File: src/hdl/dlt_pkg.sv
`default_nettype none
// ----------------------------------------------------------------------------
// dlt_pkg: shared types and constants of the DHCP lease table
// Message kinds, reply codes, register indexes, beat payloads and the
// sequencer states used by the lease table modules.
// ----------------------------------------------------------------------------
package dlt_pkg;

  localparam int unsigned MacW   = 48;
  localparam int unsigned IpW    = 32;
  localparam int unsigned CfgW   = 32;
  localparam int unsigned PoolSzW = 5;

  // A slot holding this address is free.
  localparam logic [MacW-1:0] MAC_FREE = {MacW{1'b1}};

  // Reset value of the lease time register (one day).
  localparam logic [IpW-1:0] LEASE_RESET = 32'd86400;

  typedef enum logic [1:0] {
    KIND_DISCOVER = 2'd0,
    KIND_REQUEST  = 2'd1,
    KIND_RELEASE  = 2'd2,
    KIND_OTHER    = 2'd3
  } kind_e;

  typedef enum logic [1:0] {
    REPLY_NONE  = 2'd0,
    REPLY_OFFER = 2'd1,
    REPLY_ACK   = 2'd2
  } reply_e;

  typedef enum logic [1:0] {
    CFG_POOL_START = 2'd0,
    CFG_POOL_SIZE  = 2'd1,
    CFG_LEASE      = 2'd2
  } cfg_idx_e;

  typedef enum logic [1:0] {
    ST_IDLE,
    ST_SCAN,
    ST_DECIDE
  } state_e;

  // Input beat: one client message.
  typedef struct packed {
    kind_e           kind;
    logic [MacW-1:0] client_mac;
    logic            has_requested_ip;
    logic [IpW-1:0]  requested_ip;
  } req_t;

  // Output beat: the server's answer.
  typedef struct packed {
    reply_e         reply;
    logic [IpW-1:0] assigned_ip;
    logic [IpW-1:0] lease_time;
  } res_t;

endpackage
`default_nettype wire

File: src/hdl/dlt_slot_mem.sv
`default_nettype none
// ----------------------------------------------------------------------------
// dlt_slot_mem: client address store of the lease table
// One write port and one read port with a registered read. Each entry has a
// valid bit cleared at reset; an entry not yet written reads as free.
// ----------------------------------------------------------------------------
module dlt_slot_mem
  import dlt_pkg::*;
#(
  parameter int unsigned Depth = 16,
  parameter int unsigned IdxW  = 4
) (
  input  wire logic            clk_i,
  input  wire logic            rst_ni,
  input  wire logic            rd_en_i,
  input  wire logic [IdxW-1:0] rd_addr_i,
  output logic      [MacW-1:0] rd_data_o,
  input  wire logic            wr_en_i,
  input  wire logic [IdxW-1:0] wr_addr_i,
  input  wire logic [MacW-1:0] wr_data_i
);

  logic [MacW-1:0] mem_q [Depth];
  logic [Depth-1:0] vld_q;
  logic [MacW-1:0] rd_data_q;
  logic            rd_vld_q;

  // Storage array and registered read data.
  always_ff @(posedge clk_i) begin
    if (wr_en_i) begin
      mem_q[wr_addr_i] <= wr_data_i;
    end
    if (rd_en_i) begin
      rd_data_q <= mem_q[rd_addr_i];
    end
  end

  // Per-entry valid bits and the valid flag of the read beat.
  always_ff @(posedge clk_i or negedge rst_ni) begin
    if (!rst_ni) begin
      vld_q    <= '0;
      rd_vld_q <= 1'b0;
    end else begin
      if (wr_en_i) begin
        vld_q[wr_addr_i] <= 1'b1;
      end
      if (rd_en_i) begin
        rd_vld_q <= vld_q[rd_addr_i];
      end
    end
  end

  // An entry never written reads as the free marker.
  assign rd_data_o = rd_vld_q ? rd_data_q : MAC_FREE;

endmodule
`default_nettype wire

File: src/hdl/dlt_seq.sv
`default_nettype none
// ----------------------------------------------------------------------------
// dlt_seq: message sequencer of the lease table
// Scans the slots in use one read a cycle, noting the first slot holding the
// client and the first free slot, then decides the reply and writes back.
// ----------------------------------------------------------------------------
module dlt_seq
  import dlt_pkg::*;
#(
  parameter int unsigned MaxClients = 16,
  parameter int unsigned IdxW       = 4,
  parameter int unsigned CntW       = 5
) (
  input  wire logic               clk_i,
  input  wire logic               rst_ni,
  // Request side
  input  wire logic               in_valid_i,
  output logic                    in_ready_o,
  input  wire req_t               in_req_i,
  // Configuration
  input  wire logic [IpW-1:0]     pool_start_i,
  input  wire logic [PoolSzW-1:0] pool_size_i,
  input  wire logic [IpW-1:0]     lease_i,
  // Result side
  input  wire logic               res_free_i,
  output logic                    res_load_o,
  output res_t                    res_o,
  // Slot memory
  output logic                    rd_en_o,
  output logic [IdxW-1:0]         rd_addr_o,
  input  wire logic [MacW-1:0]    rd_data_i,
  output logic                    wr_en_o,
  output logic [IdxW-1:0]         wr_addr_o,
  output logic [MacW-1:0]         wr_data_o
);

  state_e state_q, state_d;
  req_t   req_q;

  logic [CntW-1:0] n_q, n_d;
  logic [CntW-1:0] ri_q, ri_d;
  logic            chk_vld_q;
  logic [IdxW-1:0] chk_idx_q;

  logic            hit_q, hit_d;
  logic [IdxW-1:0] hit_idx_q, hit_idx_d;
  logic            free_q, free_d;
  logic [IdxW-1:0] free_idx_q, free_idx_d;

  logic            accept;
  logic            sel_ok;
  logic [IdxW-1:0] sel_idx;
  logic [IpW-1:0]  sel_ip;
  reply_e          reply;

  assign in_ready_o = (state_q == ST_IDLE);
  assign accept     = in_valid_i && in_ready_o;

  // Number of slots in use, capped at the table depth.
  always_comb begin
    if (32'(pool_size_i) > 32'(MaxClients)) begin
      n_d = CntW'(MaxClients);
    end else begin
      n_d = CntW'(pool_size_i);
    end
  end

  // Read issue during the scan.
  assign rd_en_o   = (state_q == ST_SCAN) && (ri_q < n_q);
  assign rd_addr_o = ri_q[IdxW-1:0];

  // First match and first free slot, checked one read beat behind the issue.
  always_comb begin
    hit_d      = hit_q;
    hit_idx_d  = hit_idx_q;
    free_d     = free_q;
    free_idx_d = free_idx_q;
    ri_d       = ri_q;
    if (accept) begin
      hit_d  = 1'b0;
      free_d = 1'b0;
      ri_d   = '0;
    end else begin
      if (rd_en_o) begin
        ri_d = ri_q + CntW'(1);
      end
      if (chk_vld_q) begin
        if (!hit_q && (rd_data_i == req_q.client_mac)) begin
          hit_d     = 1'b1;
          hit_idx_d = chk_idx_q;
        end
        if (!free_q && (rd_data_i == MAC_FREE)) begin
          free_d     = 1'b1;
          free_idx_d = chk_idx_q;
        end
      end
    end
  end

  // Reply decision and write-back.
  always_comb begin
    reply     = REPLY_NONE;
    sel_ok    = hit_q;
    sel_idx   = hit_idx_q;
    wr_en_o   = 1'b0;
    wr_addr_o = hit_idx_q;
    wr_data_o = MAC_FREE;
    if (!hit_q && (req_q.kind == KIND_DISCOVER)) begin
      sel_ok  = free_q;
      sel_idx = free_idx_q;
    end
    sel_ip = pool_start_i + IpW'(sel_idx);

    case (req_q.kind)
      KIND_DISCOVER: begin
        if (sel_ok) begin
          reply = REPLY_OFFER;
          if (!hit_q) begin
            wr_en_o   = 1'b1;
            wr_addr_o = free_idx_q;
            wr_data_o = req_q.client_mac;
          end
        end
      end
      KIND_REQUEST: begin
        if (hit_q && req_q.has_requested_ip) begin
          if (sel_ip == req_q.requested_ip) begin
            reply = REPLY_ACK;
          end else begin
            wr_en_o = 1'b1;
          end
        end
      end
      KIND_RELEASE: begin
        wr_en_o = hit_q;
      end
      default: begin
        reply = REPLY_NONE;
      end
    endcase

    // Only commit once the result can be stored.
    if (!res_load_o) begin
      wr_en_o = 1'b0;
    end

    res_o.reply       = reply;
    res_o.assigned_ip = (reply != REPLY_NONE) ? sel_ip : '0;
    res_o.lease_time  = (reply != REPLY_NONE) ? lease_i : '0;
  end

  assign res_load_o = (state_q == ST_DECIDE) && res_free_i;

  // Next state.
  always_comb begin
    state_d = state_q;
    unique case (state_q)
      ST_IDLE: begin
        if (accept) begin
          state_d = ST_SCAN;
        end
      end
      ST_SCAN: begin
        if (!rd_en_o && !chk_vld_q) begin
          state_d = ST_DECIDE;
        end
      end
      ST_DECIDE: begin
        if (res_free_i) begin
          state_d = ST_IDLE;
        end
      end
      default: begin
        state_d = ST_IDLE;
      end
    endcase
  end

  // Control registers.
  always_ff @(posedge clk_i or negedge rst_ni) begin
    if (!rst_ni) begin
      state_q   <= ST_IDLE;
      chk_vld_q <= 1'b0;
      hit_q     <= 1'b0;
      free_q    <= 1'b0;
      ri_q      <= '0;
    end else begin
      state_q   <= state_d;
      chk_vld_q <= rd_en_o;
      hit_q     <= hit_d;
      free_q    <= free_d;
      ri_q      <= ri_d;
    end
  end

  // Payload registers.
  always_ff @(posedge clk_i) begin
    if (accept) begin
      req_q <= in_req_i;
      n_q   <= n_d;
    end
    chk_idx_q  <= rd_addr_o;
    hit_idx_q  <= hit_idx_d;
    free_idx_q <= free_idx_d;
  end

endmodule
`default_nettype wire

File: src/hdl/dhcp_lease_table_core.sv
`default_nettype none
// Operation: an accepted beat is checked against each slot in use, one slot
// read a cycle (none for an empty pool), then its result is loaded into the
// output register once that is free. Flow: one message at a time; the next
// beat is taken only after the last result has been loaded.
// Reset: every slot reads as free at once (per-entry valid bits); the control
// and config registers reset; a new beat is taken while a result still waits.
// ----------------------------------------------------------------------------
// dhcp_lease_table_core: address pool of a simple DHCP server
// Keeps one client hardware address per leasable address, answers discover
// and request messages with offers and acknowledges, and frees slots.
// ----------------------------------------------------------------------------
module dhcp_lease_table_core
  import dlt_pkg::*;
#(
  parameter int unsigned MAX_CLIENTS = 16
) (
  input  wire logic            clk_i,
  input  wire logic            rst_ni,
  // Configuration write port
  input  wire logic            cfg_we_i,
  input  wire logic [1:0]      cfg_idx_i,
  input  wire logic [CfgW-1:0] cfg_wdata_i,
  // Message input
  input  wire logic            in_valid_i,
  output logic                 in_ready_o,
  input  wire req_t            in_req_i,
  // Reply output
  output logic                 out_valid_o,
  input  wire logic            out_ready_i,
  output res_t                 out_res_o
);

  localparam int unsigned IdxW = (MAX_CLIENTS > 1) ? $clog2(MAX_CLIENTS) : 1;
  localparam int unsigned CntW = $clog2(MAX_CLIENTS + 1);

  logic [IpW-1:0]     pool_start_q;
  logic [PoolSzW-1:0] pool_size_q;
  logic [IpW-1:0]     lease_q;

  logic            out_valid_q;
  res_t            out_res_q;
  logic            res_free;
  logic            res_load;
  res_t            res;

  logic            rd_en;
  logic [IdxW-1:0] rd_addr;
  logic [MacW-1:0] rd_data;
  logic            wr_en;
  logic [IdxW-1:0] wr_addr;
  logic [MacW-1:0] wr_data;

  // Configuration registers.
  always_ff @(posedge clk_i or negedge rst_ni) begin
    if (!rst_ni) begin
      pool_start_q <= '0;
      pool_size_q  <= '0;
      lease_q      <= LEASE_RESET;
    end else if (cfg_we_i) begin
      unique case (cfg_idx_i)
        CFG_POOL_START: pool_start_q <= cfg_wdata_i;
        CFG_POOL_SIZE:  pool_size_q  <= cfg_wdata_i[PoolSzW-1:0];
        CFG_LEASE:      lease_q      <= cfg_wdata_i;
        default: begin
          pool_start_q <= pool_start_q;
        end
      endcase
    end
  end

  dlt_seq #(
    .MaxClients (MAX_CLIENTS),
    .IdxW       (IdxW),
    .CntW       (CntW)
  ) u_seq (
    .clk_i        (clk_i),
    .rst_ni       (rst_ni),
    .in_valid_i   (in_valid_i),
    .in_ready_o   (in_ready_o),
    .in_req_i     (in_req_i),
    .pool_start_i (pool_start_q),
    .pool_size_i  (pool_size_q),
    .lease_i      (lease_q),
    .res_free_i   (res_free),
    .res_load_o   (res_load),
    .res_o        (res),
    .rd_en_o      (rd_en),
    .rd_addr_o    (rd_addr),
    .rd_data_i    (rd_data),
    .wr_en_o      (wr_en),
    .wr_addr_o    (wr_addr),
    .wr_data_o    (wr_data)
  );

  dlt_slot_mem #(
    .Depth (MAX_CLIENTS),
    .IdxW  (IdxW)
  ) u_mem (
    .clk_i     (clk_i),
    .rst_ni    (rst_ni),
    .rd_en_i   (rd_en),
    .rd_addr_i (rd_addr),
    .rd_data_o (rd_data),
    .wr_en_i   (wr_en),
    .wr_addr_i (wr_addr),
    .wr_data_i (wr_data)
  );

  // Output register: free when empty or being taken this cycle.
  assign res_free = !out_valid_q || out_ready_i;

  always_ff @(posedge clk_i or negedge rst_ni) begin
    if (!rst_ni) begin
      out_valid_q <= 1'b0;
    end else if (res_load) begin
      out_valid_q <= 1'b1;
    end else if (out_ready_i) begin
      out_valid_q <= 1'b0;
    end
  end

  always_ff @(posedge clk_i) begin
    if (res_load) begin
      out_res_q <= res;
    end
  end

  assign out_valid_o = out_valid_q;
  assign out_res_o   = out_res_q;

endmodule
`default_nettype wire

File: config.mk
export PLATFORM = sky130hd
export DESIGN_NAME = dhcp_lease_table_core
export DESIGN_NICKNAME = d
export VERILOG_FILES = /design/src/hdl/dlt_pkg.sv /design/src/hdl/dlt_slot_mem.sv /design/src/hdl/dlt_seq.sv /design/src/hdl/dhcp_lease_table_core.sv
export SDC_FILE = /design/constraint.sdc
export NUM_CORES = 1
export LEC_CHECK = 0
export ABC_AREA = 0
export BUFFER_PORTS_ARGS = -buffer_cell sky130_fd_sc_hd__buf_2
export CORE_MARGIN = 1
export CORE_UTILIZATION = 52
export CTS_CLUSTER_SIZE = 14
export DETAILED_ROUTE_END_ITERATION = 12
export PLACE_DENSITY = 0.73
export RECOVER_POWER = 25
export REMOVE_ABC_BUFFERS = 1
export SETUP_SLACK_MARGIN = 0.15
export SLEW_MARGIN = 20
export SYNTH_ARGS = -nofsm -noshare
export SYNTH_HDL_FRONTEND = slang
export SYNTH_SLANG_ARGS = --single-unit
File: constraint.sdc
create_clock -name clk_i -period 11.1 [get_ports clk_i]
set_clock_uncertainty 0.2 [all_clocks]
set_input_delay 0.555 -clock clk_i [delete_from_list [all_inputs] [get_ports clk_i]]
set_output_delay 0.555 -clock clk_i [all_outputs]
set_load 0.005 [all_outputs]
; ---- Word-level counts from Yosys, hierarchy flattened
; Memories as Yosys holds them, arrays and structs flattened. A register that Yosys moved wholly into a read port is not among the register bits.
; Index checks and enable logic that the tools add are counted.
[word_totals]
regBits = 263
ramBits = 768
inputBits = 122
out_inout_bits = 68
elab_cells = 115
mem_count = 1
[op_classes]
addsub = 2
n_lt_le_gt_ge = 5
n_eq_ne = 12
n_mux = 39
bitwise = 2
reduce_logical = 32
[mem_list]
columns = name, words, width, read_ports, rd_ports_with_merged_regs, write_ports, line
row1 = u_mem.mem_q, 16, 48, 1, 1, 1, dlt_slot_mem.sv:23  ; logic [MacW-1:0] mem_q [Depth];
[op_table]
columns = op, n
row1 = two-way mux 48 bit, 4
row2 = equality test 48 bit, 1
row3 = equality test 48 bit (second input constant), 1
row4 = adder 32 x 4 -> 32 bit, 1
row5 = equality test 32 bit, 1
row6 = two-way mux 1 bit, 19
row7 = two-way mux 4 bit, 4
row8 = OR 16 bit, 1
row9 = nonzero test 2 bit, 6
row10 = less-than comparator 4 x 5 -> 1 bit (second input constant), 2
row11 = two-way mux 2 bit, 5
row12 = two-way mux 5 bit, 2
row13 = AND reduction 2 bit, 5
row14 = logical AND 1 bit, 9
row15 = AND reduction 3 bit, 3
row16 = equality test 2 x 1 -> 1 bit (second input constant), 3
row17 = equality test 2 bit (second input constant), 3
row18 = zero test 2 bit, 3
row19 = case mux 2 bit (3 select lines), 1
row20 = adder 5 x 1 -> 5 bit (second input constant), 1
row21 = > comparator 5 bit (second input constant), 1
row22 = zero test 1 bit, 5
row23 = less-than comparator 5 bit, 1
row24 = binary-select mux 1 bit (select 4 bit), 1
row25 = 8 further kinds, 9

; ---- Depth between registers and ports, before layout
[logic_depth]
word_depth = 11
depth_mapped = 15
mapped_depth_nobuf = 13

; ---- Cells and area by module
; From an unflattened synthesis, not the netlist that was laid out.
[hier_totals]
cells_unflattened = 2297
hier_area_um2 = 44224.9
[by_module_without_submodules]
columns = module, instances, cells_each, area_per_inst_um2, seq_area_each_um2
row1 = dlt_slot_mem, 1, 1228, 31584.0, 24928.9
row2 = dlt_seq, 1, 853, 8025.2, 3213.1
row3 = dhcp_lease_table_core, 1, 216, 4615.7, 3739.8

; ---- Worst setup path before layout
; Ideal clock, no wire load.
[synth_path]
path_kind = input -> register
startpoint = input port out_ready_i
endpoint = memory u_mem.mem_q[10][0] (enable)
setup_time_ps = 454
arrival_ps = 6862
required_time_ps = 10446
setup_slack_ps = 3585
path_stages = 6
path_buffers = 1
cell_sequence = nand2b_1 -> nor2b_1 -> nand2_1 -> a2bb2oi_4 -> buf_4 -> nor2_1
[synth_via]
elab_chain_cells = 5
[synth_rtl]
columns = item, line
row1 = "start, declared", dhcp_lease_table_core.sv:30  ; input wire logic out_ready_i,
row2 = logical OR 1 bit, dhcp_lease_table_core.sv:111  ; assign res_free = !out_valid_q || out_ready_i;
row3 = logical AND 1 bit, dlt_seq.sv:152  ; assign res_load_o = (state_q == ST_DECIDE) && res_free_i;
row4 = named net res_load, dhcp_lease_table_core.sv:44  ; logic res_load;
row5 = two-way mux 1 bit, dlt_seq.sv:143  ; if (!res_load_o) begin
row6 = two-way mux 1 bit, dlt_slot_mem.sv:30  ; if (wr_en_i) begin
row7 = two-way mux 1 bit (implied by the code), dlt_slot_mem.sv:31  ; mem_q[wr_addr_i] <= wr_data_i;
row8 = "end, declared", dlt_slot_mem.sv:23
; The timed path passes the listed nets, and every way through them passes these cells.

; ---- Final worst setup path
[layout_path]
startpoint = register u_seq.hit_q
endpoint = memory u_mem.mem_q[2][22] (enable)
[layout_via]
elab_chain_cells = 11
elab_cells_between_ends = 18
cone_classes = add/sub (1) / eq/ne (1) / mux (13) / reduce/logical (3)
[layout_rtl]
columns = item, line
row1 = "start, declared", dlt_seq.sv:45  ; logic hit_q, hit_d;
row2 = "start signal, assigned", dlt_seq.sv:190  ; hit_q <= hit_d;
row3 = zero test 1 bit, dlt_seq.sv:108  ; if (!hit_q && (req_q.kind == KIND_DISCOVER)) begin
row4 = logical AND 1 bit, dlt_seq.sv:108
row5 = two-way mux 4 bit, dlt_seq.sv:108
row6 = adder 32 x 4 -> 32 bit, dlt_seq.sv:112  ; sel_ip = pool_start_i + IpW'(sel_idx);
row7 = equality test 32 bit, dlt_seq.sv:127  ; if (sel_ip == req_q.requested_ip) begin
row8 = two-way mux 1 bit, dlt_seq.sv:127
row9 = two-way mux 1 bit, dlt_seq.sv:126  ; if (hit_q && req_q.has_requested_ip) begin
row10 = case mux 1 bit (3 select lines), dlt_seq.sv:114  ; case (req_q.kind)
row11 = two-way mux 1 bit, dlt_seq.sv:143
row12 = two-way mux 1 bit, dlt_slot_mem.sv:30
row13 = two-way mux 1 bit (implied by the code), dlt_slot_mem.sv:31
; Several ways; a longest one is shown, not always the timed one.

==> impl_metrics.tcl <==
set metrics [dict create \
    worstPathCellList "nor3_1, and2_2, clkbuf_1, o21ai_0, nand2_1, nor2_4, buf_4" \
    worst-path-buf-inv 2 \
    start_util_pct 52.8 \
    dp_hpwl_um 53300 \
    final.fill_count 5591 \
    critPathLaunch "u_seq.hit_q" \
    numCtsBuffers 105 \
    coreArea_um2 81100 \
    overflow 0 \
    grt_max_degree 66 \
    clk_pin_slew_ns 0.06 \
    place_area_um2 45100 \
    avgSynthCellArea_um2 19.9 \
    final_util_pct 61.1 \
    r2r_end "u_mem.mem_q[2][22]" \
    min_period_over_period_pct 59.5 \
    cts_sinks 1079 \
    drive_gt1_share_pct 24.9 \
    clock_latency_ns 0.70 \
    worstMarginPinSlew_ns 4.24 \
    drv_cap 12 \
    synth_edf_count 978 \
    cts_tree "done" \
    cp_data_required_time_ns 11.20 \
    n_antenna_cell 0 \
    ir_worst_vdd_uv 194 \
    timing.critical_path.depth 7 \
    end_kind "flop" \
    design_area_um2 49500 \
    grt_pass1_wl_um 143000 \
    synthFlopType "edfxtp_1" \
    hold_violations 0 \
    wl_um 96300 \
    ys_async_sr_fraction_pct 8.99 \
    critPathMaxStageDelay_ns 2.77 \
    via_per_inst 6.07 \
    crit_path_end "u_mem.mem_q[2][22]" \
    cp_top_family "buffers and inverters" \
    drc 0 \
    rsz0062_at_grt "false" \
    relSlewSlack_pct -182 \
    drt.antenna.violating_nets 0 \
    whs_ns 0.0451 \
    gp_congestion 0.912 \
    synth.yosys.warnings 0 \
    drv_slew 574 \
    status "finished with violations" \
    fmax_mhz 152 \
    rr_worst_depth 7 \
    period_minus_slack_ns 6.60 \
    grtUsageTotal_pct 23.3 \
    netlist_instances 2150 \
    first_pass_iters 6 \
    rr_startpoint "u_seq.hit_q" \
    cp_data_arrival_time_ns 6.70 \
    ys_seq_area_share_pct 74.4 \
    p_leak_uw 0.0159 \
    area_growth_pct 15.6 \
    setup_viol 0 \
    reg2reg_setup_slack_ns 4.50 \
    start_kind "flop" \
    power.total_uw 11100 \
    dieArea_um2 83500 \
    initialDrtViolationCount 2048 \
    ys_ff_latch 1079 \
    ys_types 78 \
    die_width_um 289 \
    setup_tns_ns 0 \
    hold_path.class "in2reg" \
    fp.dieH_um 289 \
    violations "capacitance limit, slew limit" \
    slowest_stage "clkbuf_1" \
    fin_nets 2626 \
    cts_root_buffer "clkbuf_16" \
    num_vias 22100 \
    wire_per_inst_um 26.5 \
    rows 104 \
    cts_max_path_buffers 3 \
    portBuffers 189 \
    crit_type "reg2reg" \
    grt_pass1_vias 22700 \
    netlist_area_um2 42800 \
    p_per_area_nw_per_um2 224 \
    ios 190 \
    h-tree-depth 3 \
    antenna_found_initial 1 \
    crit_fanout 64 \
]
## stage by stage
step / std cells / worst slack, ns
2_1_floorplan: 2051 / 0.139
3_3_place_gp: 3334 / 5.29
3_5_place_dp: 3334 / 5.11
4_1_cts: 3639 / 5.05
5_1_grt: 3639 / 4.02
6_report: 3639 / 4.50
## worst reg2reg max path, cell delays in order (launching register included)
cell and delay, ns:
dfrtp_1 0.44, nor3_1 0.54, and2_2 0.24, clkbuf_1 2.77, o21ai_0 1.07, nand2_1 0.44, nor2_4 0.04, buf_4 0.35
## flip-flops by register name, summed over array words and instances, names as in the netlist
| signal | count |
|---|---|
| u_seq.hit_idx_q | 4 |
| u_mem.rd_vld_q | 1 |
| u_seq.n_q | 5 |
| u_seq.free_q | 1 |
| u_mem.vld_q | 16 |
| u_seq.chk_vld_q | 1 |
| out_valid_o | 1 |
| lease_q | 32 |
| u_mem.mem_q | 768 |
| out_res_o | 66 |
| u_seq.hit_q | 1 |
| pool_size_q | 5 |
| u_seq.req_q | 83 |
| u_seq.free_idx_q | 4 |
| pool_start_q | 32 |
| u_seq.state_q | 2 |
| u_mem.rd_data_q | 48 |
| u_seq.ri_q | 5 |
| u_seq.chk_idx_q | 4 |
## power breakdown
part / leakage, uW / switching (uW) / internal, uW
registers: 0.00989 / 318 / 4930
clock network: 0.00165 / 1540 / 1980
logic: 0.00432 / 1170 / 1140
## cell usage after synthesis (all sizes together), types with 29 or more instances
library cell / n / area [um2]
and2: 49 / 307
buf: 35 / 198
clkbuf: 64 / 243
dfrtp: 92 / 2300
edfxtp: 978 / 29400
inv: 29 / 109
mux2: 71 / 800
mux4: 245 / 5520
nand2: 88 / 330
nand2b: 58 / 363
nor2: 60 / 225
xnor2: 44 / 385
xor2: 30 / 263
## worst min-delay path by stage
stage / slack [ns] / from / endpoint / cells after the start
3_5_place_dp: 0.22 / u_seq.chk_idx_q[3] / u_seq.hit_idx_q[3] / 0
2_1_floorplan: 0.06 / rst_ni / lease_q[0] / 0
4_1_cts: 0.004 / cfg_wdata_i[3] / pool_size_q[3] / 2
6_report: 0.05 / cfg_wdata_i[3] / lease_q[3] / 2
5_1_grt: 0.02 / cfg_wdata_i[3] / lease_q[3] / 2
3_3_place_gp: 0.21 / u_seq.chk_idx_q[1] / u_seq.free_idx_q[1] / 0
## layer usage
layer | vias to the layer above | wire length [um] | global-route usage [%]
li1 | 9389 | - | -
met1 | 11500 | 38400 | 31.8
met2 | 1018 | 48400 | 39.0
met3 | 188 | 6800 | 3.55
met4 | 0 | 2640 | 7.36
met5 | - | 0 | 0
## layout by cell type, fill, tap and decap left out, types with 6 or more instances in the layout
master and n:
dlygate4sd3_1 113, ha_1 9, xor2_1 30, bufinv_16 9, clkbuf_1 109, and2_1 48, a31oi_1 6, a32oi_1 11
nor2b_1 12, mux2_2 70, nor2_4 16, clkbuf_16 105, mux4_2 245, inv_1 28, nand3_1 19, nor4_1 14
xnor2_1 44, o21ai_0 27, nand2b_1 58, dfrtp_1 89, nor4bb_1 6, nand4bb_1 6, a21oi_1 25, buf_4 24
clkinv_16 6, nand4_1 21, a22oi_1 6, o31ai_1 11, clkinv_1 24, nand2_1 88, edfxtp_1 978, buf_2 112
clkinv_2 14, nor2_1 44, nand3b_1 6, nor3_1 20, o21bai_1 18
## layout make-up
type                    count  area, um2  share of cell area [%]
clock buffers             129       2730                    5.51
clock inverters            63        703                    1.42
inverters                  30        114                   0.230
multi-input cells         942      10500                    21.3
flip-flops and latches   1079      31900                    64.4
well taps                1060       1330                    2.68
repair buffers            336       2200                    4.44
## logic make-up (layout without fill, tap and decap cells)
group / count (synthesis) / after routing / synth area share [%]
AO/OA/AOI/OAI: 141 / 141 / 2.33
multiplexers: 320 / 320 / 14.8
adder cells (fa/ha/maj): 10 / 10 / 0.310
AND/OR/NAND/NOR: 395 / 395 / 5.18
flip-flops: 1079 / 1079 / 74.4
XOR/XNOR: 76 / 76 / 1.62
buffers and inverters: 129 / 558 / 1.29
## what timing repair did
item / CTS / global route
gates resized for setup: 0 / 0
hold endpoints to repair: 175 / 0
setup buffers: 0 / 0
hold buffers: 113 / 0
No activity file was read; power rests on OpenSTA's default activity.
